`config.mk`:
```
export PLATFORM = sky130hd
export DESIGN_NAME = clipped_line_and_rect_rasterizer_unit
export DESIGN_NICKNAME = d
export VERILOG_FILES = /design/src/rtl/clr_pkg.sv /design/src/rtl/clr_in_stage.sv /design/src/rtl/clr_engine.sv /design/src/rtl/clr_out_stage.sv /design/src/rtl/clipped_line_and_rect_rasterizer_unit.sv
export VERILOG_INCLUDE_DIRS = /design/src /design/src/rtl
export SDC_FILE = /design/constraint.sdc
export NUM_CORES = 1
export LEC_CHECK = 0
export ABC_AREA = 1
export BUFFER_PORTS_ARGS = -buffer_cell sky130_fd_sc_hd__buf_2
export CAP_MARGIN = 30
export CORE_MARGIN = 3
export CORE_UTILIZATION = 65
export CTS_CLUSTER_SIZE = 8
export DETAILED_ROUTE_END_ITERATION = 8
export PLACE_DENSITY_LB_ADDON = 0.3
export SKIP_LAST_GASP = 1
export SYNTH_ARGS = -nofsm -noshare
export SYNTH_HDL_FRONTEND = slang
export SYNTH_HIERARCHICAL = 1
export SYNTH_SLANG_ARGS = --single-unit
```
`constraint.sdc`:
```
create_clock -name clk -period 14.3 [get_ports clk]
set_input_delay 0.715 -clock clk [delete_from_list [all_inputs] [get_ports clk]]
set_output_delay 0.715 -clock clk [all_outputs]
set_load 0.02 [all_outputs]
```
`src/rtl/clipped_line_and_rect_rasterizer_unit_assert.svh`:
```
// Assertion macros for the clipped line and rectangle rasterizer.
// Expects clk and rst_n in the scope of the including module.
`ifndef CLIPPED_LINE_AND_RECT_RASTERIZER_UNIT_ASSERT_SVH
`define CLIPPED_LINE_AND_RECT_RASTERIZER_UNIT_ASSERT_SVH

// Condition that holds at every clock edge out of reset.
`define CLR_ASSERT_ALWAYS(lbl, cond, msg) \
    lbl: assert property (@(posedge clk) disable iff (!rst_n) (cond)) else $error(msg);

// Condition that must hold in the cycle after a trigger.
`define CLR_ASSERT_NEXT(lbl, trig, cond, msg) \
    lbl: assert property (@(posedge clk) disable iff (!rst_n) (trig) |=> (cond)) \
        else $error(msg);

`endif

```
`src/rtl/clr_pkg.sv`:
```
// Shared types and constants of the clipped line and rectangle rasterizer.
// Used by every RTL module of the block; depends on nothing.
package clr_pkg;

    localparam logic signed [12:0] SCREEN_W = 13'sd320;
    localparam logic signed [12:0] SCREEN_H = 13'sd240;

    typedef logic signed [11:0] coord_t;

    typedef enum logic [1:0] {
        CMD_LOAD_LINE = 2'd0,
        CMD_LOAD_RECT = 2'd1,
        CMD_STEP      = 2'd2
    } cmd_t;

    typedef enum logic [1:0] {
        MODE_IDLE = 2'd0,
        MODE_LINE = 2'd1,
        MODE_RECT = 2'd2
    } mode_t;

    typedef struct packed {
        logic        valid;
        logic [1:0]  cmd;
        coord_t      first_x;
        coord_t      first_y;
        coord_t      second_x;
        coord_t      second_y;
    } cmd_slot_t;

    typedef struct packed {
        logic        valid;
        coord_t      pixel_x;
        coord_t      pixel_y;
        logic        on_screen;
        logic [15:0] pixel_color;
        logic        last;
    } pixel_slot_t;

endpackage

```
`src/rtl/clr_in_stage.sv`:
```
// Input register of the rasterizer: holds one command transaction.
// Depends on clr_pkg.
module clr_in_stage (
    input  logic               clk,
    input  logic               rst_n,
    input  logic               in_valid,
    output logic               in_stall,
    input  logic [1:0]         cmd,
    input  clr_pkg::coord_t    first_x,
    input  clr_pkg::coord_t    first_y,
    input  clr_pkg::coord_t    second_x,
    input  clr_pkg::coord_t    second_y,
    input  logic               take,
    output clr_pkg::cmd_slot_t slot
);

    logic            valid_reg;
    logic            valid_next;
    logic [1:0]      cmd_reg;
    clr_pkg::coord_t first_x_reg;
    clr_pkg::coord_t first_y_reg;
    clr_pkg::coord_t second_x_reg;
    clr_pkg::coord_t second_y_reg;
    logic            accept;

    assign in_stall = valid_reg && !take;
    assign accept   = in_valid && !in_stall;

    always_comb
    begin
        valid_next = valid_reg;
        if (accept)
        begin
            valid_next = 1'b1;
        end
        else if (take)
        begin
            valid_next = 1'b0;
        end
    end

    always_ff @(posedge clk or negedge rst_n)
    begin
        if (!rst_n)
        begin
            valid_reg <= 1'b0;
        end
        else
        begin
            valid_reg <= valid_next;
        end
    end

    always_ff @(posedge clk)
    begin
        if (accept)
        begin
            cmd_reg      <= cmd;
            first_x_reg  <= first_x;
            first_y_reg  <= first_y;
            second_x_reg <= second_x;
            second_y_reg <= second_y;
        end
    end

    assign slot.valid    = valid_reg;
    assign slot.cmd      = cmd_reg;
    assign slot.first_x  = first_x_reg;
    assign slot.first_y  = first_y_reg;
    assign slot.second_x = second_x_reg;
    assign slot.second_y = second_y_reg;

endmodule

```
`src/rtl/clr_engine.sv`:
```
// Drawing engine: shape state, line and rectangle setup, one step per step command.
// Depends on clr_pkg.
module clr_engine (
    input  logic                 clk,
    input  logic                 rst_n,
    input  logic                 cfg_write_en,
    input  logic [15:0]          cfg_write_data,
    input  clr_pkg::cmd_slot_t   slot,
    input  logic                 out_free,
    output logic                 take,
    output clr_pkg::pixel_slot_t pix
);

    clr_pkg::mode_t  mode_reg, mode_next;
    clr_pkg::coord_t cur_x_reg, cur_x_next;
    clr_pkg::coord_t cur_y_reg, cur_y_next;
    clr_pkg::coord_t tgt_x_reg, tgt_x_next;
    clr_pkg::coord_t tgt_y_reg, tgt_y_next;
    clr_pkg::coord_t row_x_reg, row_x_next;
    logic [11:0]     dx_reg, dx_next;
    logic [11:0]     dy_reg, dy_next;
    logic            sxn_reg, sxn_next;
    logic            syn_reg, syn_next;
    logic signed [12:0] err_reg, err_next;
    logic [15:0]     color_reg;

    // line setup
    logic signed [12:0] x0w, y0w, x1w, y1w;
    logic signed [12:0] sub_x, neg_x, sub_y, neg_y;
    logic [11:0]        dx_load, dy_load;
    logic signed [12:0] err_init;

    // rectangle setup
    logic signed [12:0] rx, ry, rw, rh, sum_w, sum_h, w_clip, h_clip, far_x, far_y;
    logic               rect_ok;

    // step
    logic signed [13:0] e14, dx14, dy14, ndx14, err_sum;
    logic               cond_x, cond_y;
    logic               fin;
    logic               produces;
    logic               on_scr;

    assign x0w = $signed({slot.first_x[11], slot.first_x});
    assign y0w = $signed({slot.first_y[11], slot.first_y});
    assign x1w = $signed({slot.second_x[11], slot.second_x});
    assign y1w = $signed({slot.second_y[11], slot.second_y});

    assign sub_x   = x1w - x0w;
    assign neg_x   = x0w - x1w;
    assign sub_y   = y1w - y0w;
    assign neg_y   = y0w - y1w;
    assign dx_load = (x1w > x0w) ? sub_x[11:0] : neg_x[11:0];
    assign dy_load = (y1w > y0w) ? sub_y[11:0] : neg_y[11:0];
    assign err_init = (dx_load > dy_load) ? $signed({2'b00, dx_load[11:1]})
                                          : $signed(13'd0 - {2'b00, dy_load[11:1]});

    assign rx      = slot.first_x[11] ? 13'sd0 : x0w;
    assign ry      = slot.first_y[11] ? 13'sd0 : y0w;
    assign rw      = x1w;
    assign rh      = y1w;
    assign sum_w   = rx + rw;
    assign sum_h   = ry + rh;
    assign w_clip  = (sum_w >= clr_pkg::SCREEN_W) ? clr_pkg::SCREEN_W - rx : rw;
    assign h_clip  = (sum_h >= clr_pkg::SCREEN_H) ? clr_pkg::SCREEN_H - ry : rh;
    assign rect_ok = (w_clip > 13'sd0) && (h_clip > 13'sd0);
    assign far_x   = rx + w_clip - 13'sd1;
    assign far_y   = ry + h_clip - 13'sd1;

    assign e14     = $signed({err_reg[12], err_reg});
    assign dx14    = $signed({2'b00, dx_reg});
    assign dy14    = $signed({2'b00, dy_reg});
    assign ndx14   = 14'sd0 - dx14;
    assign cond_x  = e14 > ndx14;
    assign cond_y  = e14 < dy14;
    assign err_sum = e14 - (cond_x ? dy14 : 14'sd0) + (cond_y ? dx14 : 14'sd0);

    assign fin      = (cur_x_reg == tgt_x_reg) && (cur_y_reg == tgt_y_reg);
    assign produces = (slot.cmd == clr_pkg::CMD_STEP) && (mode_reg != clr_pkg::MODE_IDLE);
    assign take     = slot.valid && (!produces || out_free);
    assign on_scr   = !cur_x_reg[11] && !cur_y_reg[11]
                   && ($signed({1'b0, cur_x_reg}) < clr_pkg::SCREEN_W)
                   && ($signed({1'b0, cur_y_reg}) < clr_pkg::SCREEN_H);

    always_comb
    begin
        mode_next  = mode_reg;
        cur_x_next = cur_x_reg;
        cur_y_next = cur_y_reg;
        tgt_x_next = tgt_x_reg;
        tgt_y_next = tgt_y_reg;
        row_x_next = row_x_reg;
        dx_next    = dx_reg;
        dy_next    = dy_reg;
        sxn_next   = sxn_reg;
        syn_next   = syn_reg;
        err_next   = err_reg;
        if (take)
        begin
            case (slot.cmd)
                clr_pkg::CMD_LOAD_LINE:
                begin
                    cur_x_next = slot.first_x;
                    cur_y_next = slot.first_y;
                    tgt_x_next = slot.second_x;
                    tgt_y_next = slot.second_y;
                    dx_next    = dx_load;
                    dy_next    = dy_load;
                    sxn_next   = !(x0w < x1w);
                    syn_next   = !(y0w < y1w);
                    err_next   = err_init;
                    mode_next  = clr_pkg::MODE_LINE;
                end
                clr_pkg::CMD_LOAD_RECT:
                begin
                    if (rect_ok)
                    begin
                        cur_x_next = rx[11:0];
                        cur_y_next = ry[11:0];
                        row_x_next = rx[11:0];
                        tgt_x_next = far_x[11:0];
                        tgt_y_next = far_y[11:0];
                        mode_next  = clr_pkg::MODE_RECT;
                    end
                    else
                    begin
                        mode_next = clr_pkg::MODE_IDLE;
                    end
                end
                clr_pkg::CMD_STEP:
                begin
                    case (mode_reg)
                        clr_pkg::MODE_LINE:
                        begin
                            if (fin)
                            begin
                                mode_next = clr_pkg::MODE_IDLE;
                            end
                            else
                            begin
                                err_next = err_sum[12:0];
                                if (cond_x)
                                begin
                                    cur_x_next = sxn_reg ? cur_x_reg - 12'sd1
                                                         : cur_x_reg + 12'sd1;
                                end
                                if (cond_y)
                                begin
                                    cur_y_next = syn_reg ? cur_y_reg - 12'sd1
                                                         : cur_y_reg + 12'sd1;
                                end
                            end
                        end
                        clr_pkg::MODE_RECT:
                        begin
                            if (fin)
                            begin
                                mode_next = clr_pkg::MODE_IDLE;
                            end
                            else if (cur_x_reg == tgt_x_reg)
                            begin
                                cur_x_next = row_x_reg;
                                cur_y_next = cur_y_reg + 12'sd1;
                            end
                            else
                            begin
                                cur_x_next = cur_x_reg + 12'sd1;
                            end
                        end
                        default:
                        begin
                            mode_next = mode_reg;
                        end
                    endcase
                end
                default:
                begin
                    mode_next = mode_reg;
                end
            endcase
        end
    end

    always_ff @(posedge clk or negedge rst_n)
    begin
        if (!rst_n)
        begin
            mode_reg  <= clr_pkg::MODE_IDLE;
            color_reg <= 16'd0;
        end
        else
        begin
            mode_reg <= mode_next;
            if (cfg_write_en)
            begin
                color_reg <= cfg_write_data;
            end
        end
    end

    always_ff @(posedge clk)
    begin
        cur_x_reg <= cur_x_next;
        cur_y_reg <= cur_y_next;
        tgt_x_reg <= tgt_x_next;
        tgt_y_reg <= tgt_y_next;
        row_x_reg <= row_x_next;
        dx_reg    <= dx_next;
        dy_reg    <= dy_next;
        sxn_reg   <= sxn_next;
        syn_reg   <= syn_next;
        err_reg   <= err_next;
    end

    assign pix.valid       = take && produces;
    assign pix.pixel_x     = cur_x_reg;
    assign pix.pixel_y     = cur_y_reg;
    assign pix.on_screen   = on_scr;
    assign pix.pixel_color = color_reg;
    assign pix.last        = fin;

endmodule

```
`src/rtl/clr_out_stage.sv`:
```
// Output register of the rasterizer: holds one pixel transaction for the sink.
// Depends on clr_pkg.
module clr_out_stage (
    input  logic                 clk,
    input  logic                 rst_n,
    input  clr_pkg::pixel_slot_t pix,
    output logic                 out_free,
    output logic                 out_valid,
    input  logic                 out_stall,
    output clr_pkg::coord_t      pixel_x,
    output clr_pkg::coord_t      pixel_y,
    output logic                 on_screen,
    output logic [15:0]          pixel_color,
    output logic                 last
);

    logic            valid_reg;
    logic            valid_next;
    clr_pkg::coord_t pixel_x_reg;
    clr_pkg::coord_t pixel_y_reg;
    logic            on_screen_reg;
    logic [15:0]     pixel_color_reg;
    logic            last_reg;

    assign out_free = !valid_reg || !out_stall;

    always_comb
    begin
        valid_next = valid_reg;
        if (pix.valid)
        begin
            valid_next = 1'b1;
        end
        else if (!out_stall)
        begin
            valid_next = 1'b0;
        end
    end

    always_ff @(posedge clk or negedge rst_n)
    begin
        if (!rst_n)
        begin
            valid_reg <= 1'b0;
        end
        else
        begin
            valid_reg <= valid_next;
        end
    end

    always_ff @(posedge clk)
    begin
        if (pix.valid)
        begin
            pixel_x_reg     <= pix.pixel_x;
            pixel_y_reg     <= pix.pixel_y;
            on_screen_reg   <= pix.on_screen;
            pixel_color_reg <= pix.pixel_color;
            last_reg        <= pix.last;
        end
    end

    assign out_valid   = valid_reg;
    assign pixel_x     = pixel_x_reg;
    assign pixel_y     = pixel_y_reg;
    assign on_screen   = on_screen_reg;
    assign pixel_color = pixel_color_reg;
    assign last        = last_reg;

endmodule

```
`src/rtl/clipped_line_and_rect_rasterizer_unit.sv`:
```
// Top level of the clipped line and rectangle rasterizer.
// Depends on clr_pkg, clr_in_stage, clr_engine, clr_out_stage and the assert header.
//
//   channel   direction  handshake              payload
//   in        sink       in_valid / in_stall     cmd, first_x, first_y, second_x, second_y
//   out       source     out_valid / out_stall   pixel_x, pixel_y, on_screen, pixel_color, last
//   cfg       sink       cfg_write_en            cfg_write_data (draw color)
//
// One command per cycle while in_stall is low; a step's pixel is held in the output register, which drives out_valid.
// The engine's shape state is updated in the same cycle the command leaves the input register.
// A stalled output register holds the engine's steps back; loads keep flowing.
// Reset is asynchronous: empty registers, idle engine, draw color zero.
`include "clipped_line_and_rect_rasterizer_unit_assert.svh"

module clipped_line_and_rect_rasterizer_unit (
    input  logic               clk,
    input  logic               rst_n,
    input  logic               cfg_write_en,
    input  logic [15:0]        cfg_write_data,
    input  logic               in_valid,
    output logic               in_stall,
    input  logic [1:0]         cmd,
    input  logic signed [11:0] first_x,
    input  logic signed [11:0] first_y,
    input  logic signed [11:0] second_x,
    input  logic signed [11:0] second_y,
    output logic               out_valid,
    input  logic               out_stall,
    output logic signed [11:0] pixel_x,
    output logic signed [11:0] pixel_y,
    output logic               on_screen,
    output logic [15:0]        pixel_color,
    output logic               last
);

    clr_pkg::cmd_slot_t   cmd_slot;
    clr_pkg::pixel_slot_t pix_slot;
    logic                 take;
    logic                 out_free;
    logic                 step_taken;

    clr_in_stage u_in (
        .clk      (clk),
        .rst_n    (rst_n),
        .in_valid (in_valid),
        .in_stall (in_stall),
        .cmd      (cmd),
        .first_x  (first_x),
        .first_y  (first_y),
        .second_x (second_x),
        .second_y (second_y),
        .take     (take),
        .slot     (cmd_slot)
    );

    clr_engine u_engine (
        .clk            (clk),
        .rst_n          (rst_n),
        .cfg_write_en   (cfg_write_en),
        .cfg_write_data (cfg_write_data),
        .slot           (cmd_slot),
        .out_free       (out_free),
        .take           (take),
        .pix            (pix_slot)
    );

    clr_out_stage u_out (
        .clk         (clk),
        .rst_n       (rst_n),
        .pix         (pix_slot),
        .out_free    (out_free),
        .out_valid   (out_valid),
        .out_stall   (out_stall),
        .pixel_x     (pixel_x),
        .pixel_y     (pixel_y),
        .on_screen   (on_screen),
        .pixel_color (pixel_color),
        .last        (last)
    );

    assign step_taken = take && (cmd_slot.cmd == clr_pkg::CMD_STEP);

    `CLR_ASSERT_ALWAYS(a_push_only_when_free, !pix_slot.valid || out_free, "output overrun")
    `CLR_ASSERT_ALWAYS(a_push_from_step, !pix_slot.valid || step_taken, "pixel from a non-step")
    `CLR_ASSERT_NEXT(a_accept_fills_input, in_valid && !in_stall, cmd_slot.valid, "lost input")

endmodule

```
==> impl_metrics.sql <==
INSERT INTO impl_metrics (metric_group, metric, value, unit) VALUES
('clock_network', 'cts_made_buffers', '30', ''),
('sta', 'max_slew_margin', '34.0', '%'),
('route', 'antenna_violating_nets_post_route', '0', ''),
('synth', 'seq_area_frac_synth', '36.5', '%'),
('worst_hold_path', 'hp-class', 'input pin to asynchronous set/reset pin', ''),
('grt', 'vias_in_the_first_global_route', '15000', ''),
('clock_network', 'cts.sinks', '210', ''),
('clock_network', 'cts_resized', '0', ''),
('synth', 'yosys_register_bits', '210', ''),
('finish', 'fillCellCount', '1970', ''),
('critical_path', 'critical_path.startpoint_type', 'flop', ''),
('die', 'floorplan_die_width', '168', 'µm'),
('die', 'die-area', '28100', 'µm²'),
('synth', 'synthAdderAreaFrac', '13.4', '%'),
('placement', 'placedCellCount', '2567', ''),
('clock_network', 'htree_levels', '1', ''),
('synth', 'synth_simple_gate_area_share', '22.3', '%'),
('synth', 'syn-mean-instance-area', '7.89', 'µm²'),
('die', 'die_h', '168', 'µm'),
('synth', 'synth_async_sr_flop_share', '9.52', '%'),
('pwr', 'power.ir.vdd_worst', '130', 'µV'),
('clock_network', 'worst_skew_pair.late_latency', '0.57', 'ns'),
('placement', 'place_ws', '8.15', 'ns'),
('clock_network', 'cts_hold_buf', '0', ''),
('sta', 'finalSetupViolations', '0', ''),
('sta', 'grt_setup_unrepaired', 'false', ''),
('route', 'drt-wirelength-per-cell', '18.4', 'µm'),
('critical_path', 'critPathMaxStageDelay', '0.70', 'ns'),
('pwr', 'powerDensity', '139', 'nW/µm²'),
('die', 'io_pins', '115', ''),
('die', 'design.core.area', '25500', 'µm²'),
('critical_path', 'timing.critical_path.arrival', '6.56', 'ns'),
('placement', 'gp_routability_congestion', '1.03', ''),
('grt', 'global_route_wire_length_before_repair', '77000', 'µm'),
('critical_path', 'crit_path_max_fanout', '13', ''),
('route', 'post_detailed_route_via_to_cell_ratio', '5.96', ''),
('synth', 'netlist_area', '17000', 'µm²'),
('critical_path', 'critical_path_class', 'flop to flop', ''),
('sta', 'timing_worst_slew_pin_value', '0.990', 'ns'),
('synth', 'synthTopCellsByArea', 'sky130_fd_sc_hd__edfxtp_1 34%, sky130_fd_sc_hd__ha_1 11%, sky130_fd_sc_hd__nand2_1 11%', ''),
('die', 'placementRows', '58', ''),
('grt', 'grt_start_max_net_pins', '47', ''),
('clock_network', 'cts.root.buffer_cell', 'sky130_fd_sc_hd__clkbuf_16', ''),
('sta', 'setup_ws', '8.04', 'ns'),
('sta', 'final.period_utilization', '43.8', '%'),
('synth', 'syn-instance-count', '2155', ''),
('synth', 'synth-xor-area-share', '5.46', '%'),
('pwr', 'power.static_leakage', '9.12', 'nW'),
('grt', 'antenna_found_initial', '0', ''),
('sta', 'min_period', '6.26', 'ns'),
('sta', 'final_report_max_slew_violation_count', '0', ''),
('clock_network', 'post-cts-setup-buffers', '0', ''),
('grt', 'globalRouteOverflowTotal', '0', ''),
('synth', 'synth_top_flop_cell', 'sky130_fd_sc_hd__edfxtp_1', ''),
('placement', 'place.port_buffers', '114', ''),
('critical_path', 'reg2reg_from', 'u_engine/dx_reg[0]', ''),
('finish', 'final_nets', '2513', ''),
('critical_path', 'cp-end-kind', 'flop', ''),
('finish', 'antennaDiodeCount', '0', ''),
('finish', 'final_core_utilization', '73.8', '%'),
('synth', 'synthMuxAreaShare', '1.18', '%'),
('synth', 'synth-edff-count', '190', ''),
('route', 'routed_wl', '48400', 'µm'),
('placement', 'hpwl', '37600', 'µm'),
('finish', 'final_cell_mix', '476 x sky130_fd_sc_hd__nand2_1, 356 x sky130_fd_sc_hd__inv_1, 190 x sky130_fd_sc_hd__edfxtp_1', ''),
('die', 'starting_density_of_the_core', '66.8', '%'),
('status', 'run_status', 'completed', ''),
('grt', 'all_layer_global_routing_usage', '33.8', '%'),
('sta', 'hold_viol', '0', ''),
('clock_network', 'max-clock-path-buffers', '3', ''),
('critical_path', 'crit_required', '14.60', 'ns');
[layer usage]
metal | vias up | share of wire (%) | track usage [%] | wire length, µm
met5 | - | 0 | 0 | 0
met4 | 0 | 4.4 | 12.8 | 2140
met3 | 166 | 8.9 | 4.70 | 4290
met2 | 873 | 48 | 57.0 | 23100
met1 | 7229 | 39 | 44.5 | 18800
li1 | 7352 | - | - | -
[Yosys cell counts (all sizes together) (15+ instances only)]
cell type,instances
fa,18
nor2,195
xnor2,19
dfrtp,20
xor2,87
edfxtp,190
ha,154
nand3,128
nor3,39
nand2,488
mux2,16
a21oi,119
inv,364
nand4,15
clkbuf,27
buf,17
o21ai,130
a31oi,21
[area by class of cell]
cell class / count / area, µm² / share of cell area [%]
well taps: 330 / 413 / 2.20
flip-flops and latches: 210 / 6210 / 33.0
multi-input cells: 1533 / 9200 / 48.9
clock buffers: 54 / 861 / 4.58
repair buffers: 127 / 699 / 3.72
inverters: 368 / 1390 / 7.39
clock inverters: 1 / 30.0 / 0.160
[cell families after synthesis]
logic type	count (synthesis)
adder cells (fa/ha/maj)	172
AND/OR/NAND/NOR	894
AO/OA/AOI/OAI	343
buffers and inverters	412
multiplexers	18
XOR/XNOR	106
flip-flops	210
[report_power, final]
part | internal [mW] | switching (mW)
Combinational | 0.394 | 0.715
Sequential | 0.770 | 0.0597
Clock | 0.401 | 0.271
[critical path, delay by kind of cell (launching register included)]
| kind | cells | cell delay, ns |
|---|---|---|
| buffers and inverters | 5 | 0.32 |
| AOI/OAI and AO/OA | 8 | 1.62 |
| DFF | 1 | 0.42 |
| xor gates and xnor gates | 1 | 0.16 |
| adders and majority gates | 4 | 1.47 |
| and+or+nand+nor | 12 | 1.98 |
[through the flow]
step / power (mW) / hold WS, ns / area (µm²)
3_5_place_dp: 1.91 / 0.432 / 17900
4_1_cts: 2.59 / 0.119 / 18800
5_1_grt: 2.80 / 0.149 / 18800
2_1_floorplan: 1.63 / 0.419 / 17000
3_3_place_gp: 1.87 / 0.423 / 17800
6_report: 2.61 / 0.128 / 18800
[path summary, 6_finish.rpt]
check,endpoint,slack [ns],cells past startpoint
max,u_engine/err_reg[12],8.04,30
min,u_out/out_valid,0.13,1
max reg2reg,u_engine/err_reg[12],8.04,30
min reg2reg,u_out/pixel_color[13],0.44,0
max in group asynchronous,u_engine/mode_reg[0],13.80,1
min in group clk,u_in/first_x_reg[9],0.32,1
No activity file was read; power rests on OpenSTA's default activity.
